[src/rtl/twhp_pkg.sv]
// Shared widths, codes and transaction structs of the task watchdog health policy.
`default_nettype none

package twhp_pkg;

  localparam int CMD_W      = 2;
  localparam int TIME_W     = 32;
  localparam int ID_W       = 8;
  localparam int FIG_W      = 32;
  localparam int KIB_W      = 16;
  localparam int KIB_SHIFT  = 10;
  localparam int STRIKE_W   = 8;
  localparam int STATUS_W   = 2;
  localparam int MEM_W      = 2;
  localparam int OUT_SLOT_W = 3;
  localparam int AGE_W      = 31;
  localparam int CFG_IDX_W  = 3;
  localparam int CFG_DATA_W = 16;

  localparam logic [CMD_W-1:0] CMD_TICK    = 2'd0;
  localparam logic [CMD_W-1:0] CMD_WATCH   = 2'd1;
  localparam logic [CMD_W-1:0] CMD_UNWATCH = 2'd2;
  localparam logic [CMD_W-1:0] CMD_KICK    = 2'd3;

  localparam logic [STATUS_W-1:0] STATUS_OK        = 2'd0;
  localparam logic [STATUS_W-1:0] STATUS_INVALID   = 2'd1;
  localparam logic [STATUS_W-1:0] STATUS_NO_SLOT   = 2'd2;
  localparam logic [STATUS_W-1:0] STATUS_NOT_FOUND = 2'd3;

  localparam logic [MEM_W-1:0] MEM_NORMAL = 2'd0;
  localparam logic [MEM_W-1:0] MEM_WARN   = 2'd1;
  localparam logic [MEM_W-1:0] MEM_ALARM  = 2'd2;

  localparam logic [CFG_IDX_W-1:0] CFG_STRIKE_LIMIT   = 3'd0;
  localparam logic [CFG_IDX_W-1:0] CFG_INTERNAL_ALARM = 3'd1;
  localparam logic [CFG_IDX_W-1:0] CFG_BLOCK_ALARM    = 3'd2;
  localparam logic [CFG_IDX_W-1:0] CFG_INTERNAL_WARN  = 3'd3;
  localparam logic [CFG_IDX_W-1:0] CFG_TOTAL_WARN     = 3'd4;

  localparam logic [STRIKE_W-1:0] STRIKE_MAX = 8'hFF;

  typedef struct packed {
    logic [CMD_W-1:0]  command;
    logic [TIME_W-1:0] time_ms;
    logic [ID_W-1:0]   task_id;
    logic [TIME_W-1:0] silence_limit_ms;
  } slot_req_t;

  typedef struct packed {
    logic [STATUS_W-1:0]   status;
    logic                  task_stalled;
    logic [OUT_SLOT_W-1:0] stalled_slot;
    logic [AGE_W-1:0]      stalled_age_ms;
  } slot_rsp_t;

  typedef struct packed {
    logic [STRIKE_W-1:0] count;
    logic                restart;
    logic                halted;
  } strike_rsp_t;

endpackage

`default_nettype wire

[src/rtl/twhp_heap_grade.sv]
// Heap verdict: grades the free-memory figures against the alarm and warning floors.
`default_nettype none

module twhp_heap_grade (
  input  logic [twhp_pkg::FIG_W-1:0] internal_free_bytes,
  input  logic [twhp_pkg::FIG_W-1:0] largest_free_block,
  input  logic [twhp_pkg::FIG_W-1:0] total_free_bytes,
  input  logic [twhp_pkg::KIB_W-1:0] internal_alarm_kib,
  input  logic [twhp_pkg::KIB_W-1:0] block_alarm_kib,
  input  logic [twhp_pkg::KIB_W-1:0] internal_warn_kib,
  input  logic [twhp_pkg::KIB_W-1:0] total_warn_kib,
  output logic [twhp_pkg::MEM_W-1:0] memory_state
);
  import twhp_pkg::*;

  localparam int PAD_W = FIG_W - KIB_W - KIB_SHIFT;

  function automatic logic below_floor(input logic [FIG_W-1:0] figure,
                                       input logic [KIB_W-1:0] kib);
    logic [FIG_W-1:0] floor_bytes;
    floor_bytes = {{PAD_W{1'b0}}, kib, {KIB_SHIFT{1'b0}}};
    return (kib != '0) && (figure < floor_bytes);
  endfunction

  logic alarm;
  logic warn;

  assign alarm = below_floor(internal_free_bytes, internal_alarm_kib) ||
                 below_floor(largest_free_block, block_alarm_kib);
  assign warn  = below_floor(internal_free_bytes, internal_warn_kib) ||
                 below_floor(total_free_bytes, total_warn_kib);

  always_comb begin
    if (alarm) begin
      memory_state = MEM_ALARM;
    end else if (warn) begin
      memory_state = MEM_WARN;
    end else begin
      memory_state = MEM_NORMAL;
    end
  end

endmodule

`default_nettype wire

[src/rtl/twhp_strike.sv]
// Fatal strike counter with the halt latch that stops further ticks after a restart request.
`default_nettype none

module twhp_strike (
  input  logic                          clk,
  input  logic                          rst,
  input  logic                          commit,
  input  logic                          fatal_condition,
  input  logic [twhp_pkg::STRIKE_W-1:0] strike_limit,
  output twhp_pkg::strike_rsp_t         rsp
);
  import twhp_pkg::*;

  logic [STRIKE_W-1:0] strikes_held;
  logic [STRIKE_W-1:0] strikes_next;
  logic [STRIKE_W-1:0] bumped;
  logic [STRIKE_W-1:0] lim;
  logic                halted;
  logic                halted_next;

  always_comb begin
    lim          = (strike_limit == '0) ? STRIKE_W'(1) : strike_limit;
    bumped       = (strikes_held == STRIKE_MAX) ? strikes_held : strikes_held + 1'b1;
    strikes_next = strikes_held;
    halted_next  = halted;
    rsp.halted   = halted;
    rsp.restart  = 1'b0;
    rsp.count    = '0;
    if (halted) begin
      rsp.count = strikes_held;
    end else if (!fatal_condition) begin
      strikes_next = '0;
    end else begin
      rsp.count    = bumped;
      strikes_next = bumped;
      if (bumped >= lim) begin
        halted_next = 1'b1;
        rsp.restart = 1'b1;
      end
    end
  end

  always_ff @(posedge clk) begin
    if (rst) begin
      strikes_held <= '0;
      halted       <= 1'b0;
    end else if (commit) begin
      strikes_held <= strikes_next;
      halted       <= halted_next;
    end
  end

  a_restart_halts: assert property (@(posedge clk) disable iff (rst)
    commit && rsp.restart |=> halted)
    else $error("restart request did not halt the strike counter");

  a_halt_sticks: assert property (@(posedge clk) disable iff (rst)
    halted |=> halted)
    else $error("halt latch cleared without reset");

  a_clean_tick_clears: assert property (@(posedge clk) disable iff (rst)
    commit && !halted && !fatal_condition |=> strikes_held == '0)
    else $error("tick without fatal condition left strikes counted");

endmodule

`default_nettype wire

[src/rtl/twhp_slot_engine.sv]
// Slot table memory and the sequencer that scans it one entry per cycle for every transaction.
`default_nettype none

module twhp_slot_engine #(
  parameter int WATCH_SLOTS = 8
) (
  input  logic                clk,
  input  logic                rst,
  input  logic                start,
  input  logic                finish,
  input  twhp_pkg::slot_req_t req,
  output logic                busy,
  output logic                done,
  output twhp_pkg::slot_rsp_t rsp
);
  import twhp_pkg::*;

  localparam int SLOT_W = (WATCH_SLOTS > 1) ? $clog2(WATCH_SLOTS) : 1;
  localparam logic [SLOT_W-1:0] LAST = SLOT_W'(WATCH_SLOTS - 1);
  localparam int WORD_W = ID_W + 2 * TIME_W;

  typedef enum logic [3:0] {
    ST_IDLE  = 4'b0001,
    ST_SCAN  = 4'b0010,
    ST_APPLY = 4'b0100,
    ST_DONE  = 4'b1000
  } state_t;

  state_t state;
  state_t state_next;

  logic [WORD_W-1:0]      slot_mem [WATCH_SLOTS];
  logic [WORD_W-1:0]      rd_data;
  logic [SLOT_W-1:0]      rd_addr;
  logic [WATCH_SLOTS-1:0] occupied;

  logic [SLOT_W-1:0] cnt;
  logic              found;
  logic [SLOT_W-1:0] fnd_idx;
  logic [TIME_W-1:0] fnd_limit;
  logic              empty_found;
  logic [SLOT_W-1:0] empty_idx;
  logic              stall_seen;
  logic [SLOT_W-1:0] stall_idx;
  logic [TIME_W-1:0] worst;

  logic [ID_W-1:0]   rd_task;
  logic [TIME_W-1:0] rd_limit;
  logic [TIME_W-1:0] rd_kick;
  logic [TIME_W-1:0] diff;
  logic [TIME_W-1:0] age;
  logic              occ;
  logic              over;
  logic              match;
  logic              empty_hit;

  logic                mem_we;
  logic                set_occ;
  logic                clr_occ;
  logic [SLOT_W-1:0]   wr_idx;
  logic [WORD_W-1:0]   wr_data;
  logic [STATUS_W-1:0] apply_status;

  assign rd_task  = rd_data[2*TIME_W +: ID_W];
  assign rd_limit = rd_data[TIME_W +: TIME_W];
  assign rd_kick  = rd_data[0 +: TIME_W];

  assign occ       = occupied[cnt];
  assign diff      = req.time_ms - rd_kick;
  assign age       = diff[TIME_W-1] ? '0 : diff;
  assign over      = (req.command == CMD_TICK) && occ && (age > rd_limit) && (age >= worst);
  assign match     = occ && !found && (rd_task == req.task_id);
  assign empty_hit = !occ && !empty_found;

  assign busy = (state != ST_IDLE);
  assign done = (state == ST_DONE);

  always_comb begin
    if (state == ST_SCAN && cnt != LAST) begin
      rd_addr = cnt + 1'b1;
    end else begin
      rd_addr = '0;
    end
  end

  always_comb begin
    mem_we       = 1'b0;
    set_occ      = 1'b0;
    clr_occ      = 1'b0;
    wr_idx       = fnd_idx;
    wr_data      = {req.task_id, fnd_limit, req.time_ms};
    apply_status = STATUS_OK;
    case (req.command)
      CMD_WATCH: begin
        if (req.task_id == '0) begin
          apply_status = STATUS_INVALID;
        end else if (found || empty_found) begin
          mem_we  = 1'b1;
          set_occ = 1'b1;
          wr_idx  = found ? fnd_idx : empty_idx;
          wr_data = {req.task_id, req.silence_limit_ms, req.time_ms};
        end else begin
          apply_status = STATUS_NO_SLOT;
        end
      end
      CMD_UNWATCH: begin
        if (found && req.task_id != '0) begin
          clr_occ = 1'b1;
        end else begin
          apply_status = STATUS_NOT_FOUND;
        end
      end
      CMD_KICK: begin
        if (found && req.task_id != '0) begin
          mem_we = 1'b1;
        end
      end
      default: begin
      end
    endcase
    if (state != ST_APPLY) begin
      mem_we  = 1'b0;
      set_occ = 1'b0;
      clr_occ = 1'b0;
    end
  end

  always_comb begin
    state_next = state;
    case (state)
      ST_IDLE:  if (start) state_next = ST_SCAN;
      ST_SCAN:  if (cnt == LAST) state_next = ST_APPLY;
      ST_APPLY: state_next = ST_DONE;
      ST_DONE:  if (finish) state_next = ST_IDLE;
      default:  state_next = ST_IDLE;
    endcase
  end

  always_ff @(posedge clk) begin
    rd_data <= slot_mem[rd_addr];
    if (mem_we) begin
      slot_mem[wr_idx] <= wr_data;
    end
  end

  always_ff @(posedge clk) begin
    if (rst) begin
      state    <= ST_IDLE;
      occupied <= '0;
    end else begin
      state <= state_next;
      if (set_occ) begin
        occupied[wr_idx] <= 1'b1;
      end
      if (clr_occ) begin
        occupied[wr_idx] <= 1'b0;
      end
    end
  end

  always_ff @(posedge clk) begin
    case (state)
      ST_IDLE: begin
        cnt         <= '0;
        found       <= 1'b0;
        empty_found <= 1'b0;
        stall_seen  <= 1'b0;
        worst       <= '0;
      end
      ST_SCAN: begin
        if (match) begin
          found     <= 1'b1;
          fnd_idx   <= cnt;
          fnd_limit <= rd_limit;
        end
        if (empty_hit) begin
          empty_found <= 1'b1;
          empty_idx   <= cnt;
        end
        if (over) begin
          stall_seen <= 1'b1;
          stall_idx  <= cnt;
          worst      <= age;
        end
        if (cnt != LAST) begin
          cnt <= cnt + 1'b1;
        end
      end
      ST_APPLY: begin
        rsp.status         <= apply_status;
        rsp.task_stalled   <= stall_seen;
        rsp.stalled_slot   <= stall_seen ? OUT_SLOT_W'(stall_idx) : '0;
        rsp.stalled_age_ms <= stall_seen ? worst[AGE_W-1:0] : '0;
      end
      default: begin
      end
    endcase
  end

  a_start_when_idle: assert property (@(posedge clk) disable iff (rst)
    start |-> state == ST_IDLE)
    else $error("transaction started while the slot scan was busy");

  a_stall_age_range: assert property (@(posedge clk) disable iff (rst)
    state == ST_APPLY && stall_seen |-> worst != '0 && !worst[TIME_W-1])
    else $error("reported stall age out of range");

  a_watch_marks_slot: assert property (@(posedge clk) disable iff (rst)
    set_occ |=> occupied[$past(wr_idx)])
    else $error("watched slot not marked occupied");

  a_unwatch_frees_slot: assert property (@(posedge clk) disable iff (rst)
    clr_occ |=> !occupied[$past(wr_idx)])
    else $error("unwatched slot still marked occupied");

endmodule

`default_nettype wire

[src/rtl/task_watchdog_health_policy.sv]
// Top level of the task watchdog with heap health policy.
`default_nettype none

// Keeps a table of WATCH_SLOTS watched tasks and answers each command transaction (tick, watch,
// unwatch, kick) with exactly one result transaction. Every command walks the slot table, which
// lives in a synchronous memory read one entry per cycle: the scan reads each slot in turn, the apply
// step writes back the table and registers the scan result, the done step hands the result to the
// output register, and the block then returns to idle, where cmd_stall drops. The done step waits
// while an earlier result is still held by rsp_stall. cmd_stall stays high during reset
// and while a command is being processed, and a result that waits on rsp_stall does not keep the
// next command from being accepted. Tick results carry the heap verdict, the most overdue task
// and the fatal strike count; once a restart has been requested, later ticks change nothing
// until reset. Configuration writes on cfg_write take effect at once and belong to idle periods
// only.

module task_watchdog_health_policy #(
  parameter int WATCH_SLOTS = 8
) (
  input  logic                            clk,
  input  logic                            rst,

  input  logic                            cfg_write,
  input  logic [twhp_pkg::CFG_IDX_W-1:0]  cfg_index,
  input  logic [twhp_pkg::CFG_DATA_W-1:0] cfg_data,

  input  logic                            cmd_valid,
  output logic                            cmd_stall,
  input  logic [twhp_pkg::CMD_W-1:0]      command,
  input  logic [twhp_pkg::TIME_W-1:0]     time_ms,
  input  logic [twhp_pkg::ID_W-1:0]       task_id,
  input  logic [twhp_pkg::TIME_W-1:0]     silence_limit_ms,
  input  logic [twhp_pkg::FIG_W-1:0]      internal_free_bytes,
  input  logic [twhp_pkg::FIG_W-1:0]      largest_free_block,
  input  logic [twhp_pkg::FIG_W-1:0]      total_free_bytes,
  input  logic                            fatal_condition,

  output logic                            rsp_valid,
  input  logic                            rsp_stall,
  output logic [twhp_pkg::STATUS_W-1:0]   status,
  output logic [twhp_pkg::MEM_W-1:0]      memory_state,
  output logic                            reboot_on_alarm,
  output logic                            task_stalled,
  output logic [twhp_pkg::OUT_SLOT_W-1:0] stalled_slot,
  output logic [twhp_pkg::AGE_W-1:0]      stalled_age_ms,
  output logic [twhp_pkg::STRIKE_W-1:0]   strike_count,
  output logic                            restart_request
);
  import twhp_pkg::*;

  logic [STRIKE_W-1:0] strike_limit;
  logic [KIB_W-1:0]    internal_alarm_kib;
  logic [KIB_W-1:0]    block_alarm_kib;
  logic [KIB_W-1:0]    internal_warn_kib;
  logic [KIB_W-1:0]    total_warn_kib;

  slot_req_t        req;
  logic [FIG_W-1:0] int_free;
  logic [FIG_W-1:0] blk_free;
  logic [FIG_W-1:0] tot_free;
  logic             fatal;

  logic        accept;
  logic        eng_busy;
  logic        eng_done;
  logic        finish;
  logic        commit;
  slot_rsp_t   eng_rsp;
  strike_rsp_t strike_rsp;
  logic [MEM_W-1:0] grade;

  assign cmd_stall = eng_busy || rst;
  assign accept    = cmd_valid && !cmd_stall;
  assign finish    = eng_done && (!rsp_valid || !rsp_stall);
  assign commit    = finish && (req.command == CMD_TICK);

  always_ff @(posedge clk) begin
    if (rst) begin
      strike_limit       <= STRIKE_W'(1);
      internal_alarm_kib <= '0;
      block_alarm_kib    <= '0;
      internal_warn_kib  <= '0;
      total_warn_kib     <= '0;
    end else if (cfg_write) begin
      case (cfg_index)
        CFG_STRIKE_LIMIT:   strike_limit       <= cfg_data[STRIKE_W-1:0];
        CFG_INTERNAL_ALARM: internal_alarm_kib <= cfg_data[KIB_W-1:0];
        CFG_BLOCK_ALARM:    block_alarm_kib    <= cfg_data[KIB_W-1:0];
        CFG_INTERNAL_WARN:  internal_warn_kib  <= cfg_data[KIB_W-1:0];
        CFG_TOTAL_WARN:     total_warn_kib     <= cfg_data[KIB_W-1:0];
        default: begin
        end
      endcase
    end
  end

  always_ff @(posedge clk) begin
    if (accept) begin
      req.command          <= command;
      req.time_ms          <= time_ms;
      req.task_id          <= task_id;
      req.silence_limit_ms <= silence_limit_ms;
      int_free             <= internal_free_bytes;
      blk_free             <= largest_free_block;
      tot_free             <= total_free_bytes;
      fatal                <= fatal_condition;
    end
  end

  twhp_slot_engine #(
    .WATCH_SLOTS(WATCH_SLOTS)
  ) u_engine (
    .clk   (clk),
    .rst   (rst),
    .start (accept),
    .finish(finish),
    .req   (req),
    .busy  (eng_busy),
    .done  (eng_done),
    .rsp   (eng_rsp)
  );

  twhp_heap_grade u_grade (
    .internal_free_bytes(int_free),
    .largest_free_block (blk_free),
    .total_free_bytes   (tot_free),
    .internal_alarm_kib (internal_alarm_kib),
    .block_alarm_kib    (block_alarm_kib),
    .internal_warn_kib  (internal_warn_kib),
    .total_warn_kib     (total_warn_kib),
    .memory_state       (grade)
  );

  twhp_strike u_strike (
    .clk            (clk),
    .rst            (rst),
    .commit         (commit),
    .fatal_condition(fatal),
    .strike_limit   (strike_limit),
    .rsp            (strike_rsp)
  );

  always_ff @(posedge clk) begin
    if (rst) begin
      rsp_valid <= 1'b0;
    end else if (finish) begin
      rsp_valid <= 1'b1;
    end else if (!rsp_stall) begin
      rsp_valid <= 1'b0;
    end
  end

  always_ff @(posedge clk) begin
    if (finish) begin
      status          <= eng_rsp.status;
      memory_state    <= MEM_NORMAL;
      reboot_on_alarm <= 1'b0;
      task_stalled    <= 1'b0;
      stalled_slot    <= '0;
      stalled_age_ms  <= '0;
      strike_count    <= '0;
      restart_request <= 1'b0;
      if (req.command == CMD_TICK) begin
        strike_count <= strike_rsp.count;
        if (!strike_rsp.halted) begin
          memory_state    <= grade;
          reboot_on_alarm <= (grade == MEM_ALARM);
          task_stalled    <= eng_rsp.task_stalled;
          stalled_slot    <= eng_rsp.stalled_slot;
          stalled_age_ms  <= eng_rsp.stalled_age_ms;
          restart_request <= strike_rsp.restart;
        end
      end
    end
  end

endmodule

`default_nettype wire
[config.mk]
export PLATFORM = sky130hd
export DESIGN_NAME = task_watchdog_health_policy
export DESIGN_NICKNAME = d
export VERILOG_FILES = /design/src/rtl/twhp_pkg.sv /design/src/rtl/twhp_heap_grade.sv /design/src/rtl/twhp_strike.sv /design/src/rtl/twhp_slot_engine.sv /design/src/rtl/task_watchdog_health_policy.sv
export SDC_FILE = /design/constraint.sdc
export NUM_CORES = 2
export LEC_CHECK = 0
export ABC_AREA = 1
export BUFFER_PORTS_ARGS = -buffer_cell sky130_fd_sc_hd__buf_2
export CAP_MARGIN = 25
export CORE_ASPECT_RATIO = 0.8
export CORE_UTILIZATION = 49
export DETAILED_ROUTE_END_ITERATION = 16
export GPL_TIMING_DRIVEN = 0
export PLACE_DENSITY_LB_ADDON = 0.05
export SLEW_MARGIN = 20
export SYNTH_ARGS = -nofsm -noshare
export SYNTH_HDL_FRONTEND = slang
export SYNTH_SLANG_ARGS = --single-unit
[constraint.sdc]
create_clock -name clk -period 9.12 [get_ports clk]
set_input_delay 0.912 -clock clk [delete_from_list [all_inputs] [get_ports clk]]
set_output_delay 0.912 -clock clk [all_outputs]
set_load 0.05 [all_outputs]
==> summary.log <==
[timing] final hold viol count 0
[power_and_ir_drop] portion of total power attributed to the clock network 0.412
[timing] count of endpoints failing setup in the final report 0
[drt] remaining antenna violation count 0
[die] initial cell density of the core 0.497
[drt] 1st-iter DRT viols 2,548
[die] placeable core area 0.0879 mm²
[synth] number of distinct library cells after synthesis 57
[drt] DRC 0
[finish] Total Nets Final 4,074
[synth] count of mapped cells out of synthesis 3,345
[timing] max-slew violation count 0
[placement] number of buffers added on ports 215
[grt] global-route met3 utilization 0.0416
[finish] proportion of layout cells with a drive suffix above 1 0.151
[grt] via count of the first global-routing pass 27,000
[placement] DP Worst Slack 3080 ps
[finish] sequential cell area 0.0298 mm²
[clocking] number of H-tree levels 3
[drt] routed vias 27,300
[setup_path] Most common cell on crit path sky130_fd_sc_hd__nand2_1
[synth] number of enable-type register cells in the synthesized netlist 881
[power_and_ir_drop] internal power component 7890 µW
[finish] number of fill cells 7,222
[synth] most common cell in the netlist sky130_fd_sc_hd__edfxtp_1
[clocking] number of buffers inserted by hold repair at cts 0
[synth] share of flip-flops with an asynchronous set or reset after synthesis 0
[run] number of max-cap violations 0
[grt] pin count of the biggest net entering global routing 31
[placement] routability congestion estimate from global placement 0.873
[grt] initial antenna violation count 9
[outcome] run status complete, no violations
[clocking] number of sinks driven by the clock tree 1,047
[min_path] Hold WC Path Type primary input to register
[drt] number of optimization iterations in the first detailed-route pass 6
[die] top-level port count 246
[timing] RSZ-0062 raised after global routing false
[die] Die ar. 0.0903 mm²
[synth] count of warnings emitted by yosys 0
[timing] relative slew slack 0.306
[grt] grt met2 use 0.384
[power_and_ir_drop] highest ir drop seen on vdd 0.155 mV
[synth] synthesized area per cell 13.1 µm²
[timing] maximum frequency from static timing analysis 163 MHz
[power_and_ir_drop] leakage power total 0.0183 µW
[drt] Total Wirelength 115 mm
[synth] biggest area consumer among synthesized cells sky130_fd_sc_hd__edfxtp_1
[clocking] number of buffers added for setup after CTS 0
[synth] net count of the mapped netlist 3,707
[power_and_ir_drop] sequential share of power 0.524
[setup_path] CP arrival 6570 ps
[die] floorplan die width 336 µm
[synth] top cell type's share of synthesized area 0.606
[power_and_ir_drop] switching share of power 0.225
[power_and_ir_drop] reported net switching power 2290 µW
[die] y dimension of the die 269 µm
[grt] Overall Global Routing Usage 0.255
[setup_path] sort of element at the start of the critical path register
[clocking] root buffer selected by CTS sky130_fd_sc_hd__clkbuf_16
[setup_path] worst-path cell with the longest stage delay sky130_fd_sc_hd__edfxtp_1
[clocking] CTS tree built
[setup_path] type of the worst setup path register to register
[timing] Clock Skews 20.9 ps
[timing] Period Utilization, post-route 0.674
[clocking] deepest clock path buffer count 3
[clocking] clock buffers created by TritonCTS 103
[power_and_ir_drop] Pwr Density 201 mW/mm²
[grt] Most Used Layer, Global Route met2
[grt] first-pass GRT wire length 170 mm
[drt] Via density 5.46
[placement] number of cells in the design after placement 4,794
[timing] Worst Max-Slew Pin Slew 1040 ps
[synth] cell area after technology mapping 0.0437 mm²
[setup_path] maximum single-stage delay on the critical path 550 ps
[setup_path] CP Capture Type register
[placement] Final HPWL DP 81.1 mm
[drt] wire length per cell 23.0 µm
[synth] top cells by instance count after synthesis sky130_fd_sc_hd__edfxtp_1 (881), sky130_fd_sc_hd__inv_1 (362), sky130_fd_sc_hd__o21ai_0 (349)
[setup_path] worst-path fanout max 17
[synth] cells taking the most area after synthesis sky130_fd_sc_hd__edfxtp_1 (61%), sky130_fd_sc_hd__dfxtp_1 (7.6%), sky130_fd_sc_hd__ha_1 (4.8%)
[setup_path] data required time at the worst endpoint 9540 ps
[grt] global routing usage on met1 0.380
[finish] Area Growth Syn to Fin 16.1%
[timing] minimum setup slack in the final design 2970 ps
[synth] fraction of the yosys area taken by sequential cells 0.682
[synth] flip-flop cell with the highest count after synthesis sky130_fd_sc_hd__edfxtp_1
[finish] count of non-filler cells in the finished layout 4,990
[clocking] post-CTS resize count 0
[synth] register bit count reported by yosys 1,047
[grt] total gr overflow 0
[clocking] clk_lat worst skew 680 ps
[finish] combined area of the multi-input logic cells 0.0120 mm²
[timing] final critical-path required period 6150 ps
[power_and_ir_drop] Logic pwr share 0.064
[die] number of rows in the core area 97
[clocking] clock edge transition at the registers on the reported setup and hold paths 60 ps
[registers in the layout (all words and copies together) (netlist names), 8 cells and up]
| register | count |
|---|---|
| blk_free | 22 |
| block_alarm_kib | 16 |
| int_free | 22 |
| internal_alarm_kib | 16 |
| internal_warn_kib | 16 |
| req | 74 |
| stalled_age_ms | 31 |
| strike_count | 8 |
| strike_limit | 8 |
| tot_free | 22 |
| total_warn_kib | 16 |
| u_engine.fnd_limit | 32 |
| u_engine.occupied | 8 |
| u_engine.rd_data | 72 |
| u_engine.rsp | 37 |
| u_engine.slot_mem | 576 |
| u_engine.worst | 31 |
| u_strike.strikes_held | 8 |
[cell usage in the layout, fill, tap and decap left out, types with 13 or more instances in the layout]
cell,n
sky130_fd_sc_hd__nand2_1,226
sky130_fd_sc_hd__buf_2,237
sky130_fd_sc_hd__nor3_1,49
sky130_fd_sc_hd__buf_1,13
sky130_fd_sc_hd__xor2_1,13
sky130_fd_sc_hd__clkinv_1,18
sky130_fd_sc_hd__ha_1,166
sky130_fd_sc_hd__xnor2_1,19
sky130_fd_sc_hd__o21ai_1,68
sky130_fd_sc_hd__nor2_1,170
sky130_fd_sc_hd__buf_4,17
sky130_fd_sc_hd__clkbuf_1,116
sky130_fd_sc_hd__o21ai_0,349
sky130_fd_sc_hd__o21a_1,151
sky130_fd_sc_hd__nor4_1,21
sky130_fd_sc_hd__edfxtp_1,881
sky130_fd_sc_hd__buf_12,23
sky130_fd_sc_hd__a21oi_1,177
sky130_fd_sc_hd__nand3_1,32
sky130_fd_sc_hd__mux2i_1,146
sky130_fd_sc_hd__nand4_1,21
sky130_fd_sc_hd__clkbuf_16,104
sky130_fd_sc_hd__buf_16,20
sky130_fd_sc_hd__inv_1,361
sky130_fd_sc_hd__dfxtp_1,166
sky130_fd_sc_hd__mux2_2,104
[cell families after synthesis]
group,share of synthesized area
adders and majority gates,0.0480
xor gates and xnor gates,0.00642
and+or+nand+nor,0.0538
buffers and inverters,0.0452
muxes,0.0603
DFF,0.682
AOI/OAI and AO/OA,0.104
[worst max-delay path, delay by kind of cell, from the launching register on]
kind,cells,cell delay [ps]
and+or+nand+nor,18,2830
DFF,1,550
buffers and inverters,4,1440
adders and majority gates,2,790
AOI/OAI and AO/OA,2,260
[metal layers]
layer | up-vias | routed length (µm) | part of all wire
met5 | - | 13 | 0.00011
met4 | 2 | 3130 | 0.027
met1 | 13500 | 54100 | 0.47
met2 | 822 | 50400 | 0.44
li1 | 12800 | - | -
met3 | 177 | 6990 | 0.061
[power groups by stage]
stage / logic (µW) / registers [µW] / clock network (µW)
after floorplan: 403 / 5410 / 0
after global placement: 608 / 5450 / 0
after detailed placement: 647 / 5430 / 0
after CTS: 652 / 5330 / 4270
after global routing: 731 / 5340 / 4440
final: 653 / 5330 / 4200
[through the flow]
stage / utilization / total power (µW) / instance area, µm² / hold slack, ps / TNS [ps]
after global routing: 0.577 / 10500 / 50700 / 375 / 0
after global placement: 0.526 / 6060 / 46200 / 414 / -760830
after floorplan: - / 5820 / 43700 / 400 / 0
after CTS: 0.577 / 10300 / 50700 / 361 / 0
final: 0.577 / 10200 / 50700 / 404 / 0
after detailed placement: 0.539 / 6080 / 47400 / 417 / 0
[final timing paths]
kind | slack (ps) | cells after the start | from | end
worst max-delay path | 2970 | 26 | req[42] | u_engine.worst[7]
worst min-delay path | 400 | 1 | time_ms[25] | req[65]
worst max register to register | 2970 | 26 | req[42] | u_engine.worst[7]
worst min register to register | 430 | 0 | u_engine.rsp[36] | status[1]
[layout make-up]
class                           count  share of cell area
Timing Repair Buffer              262              0.0423
Sequential cell                  1047               0.587
Clock inverter                     42             0.00864
Clock buffer                      151              0.0568
Inverter                          367              0.0272
Antenna cell                        2           0.0000987
Multi-Input combinational cell   1799               0.237
Tap cell                         1188              0.0293
Buffer                            132              0.0117
Power figures use the tool's default switching activity.
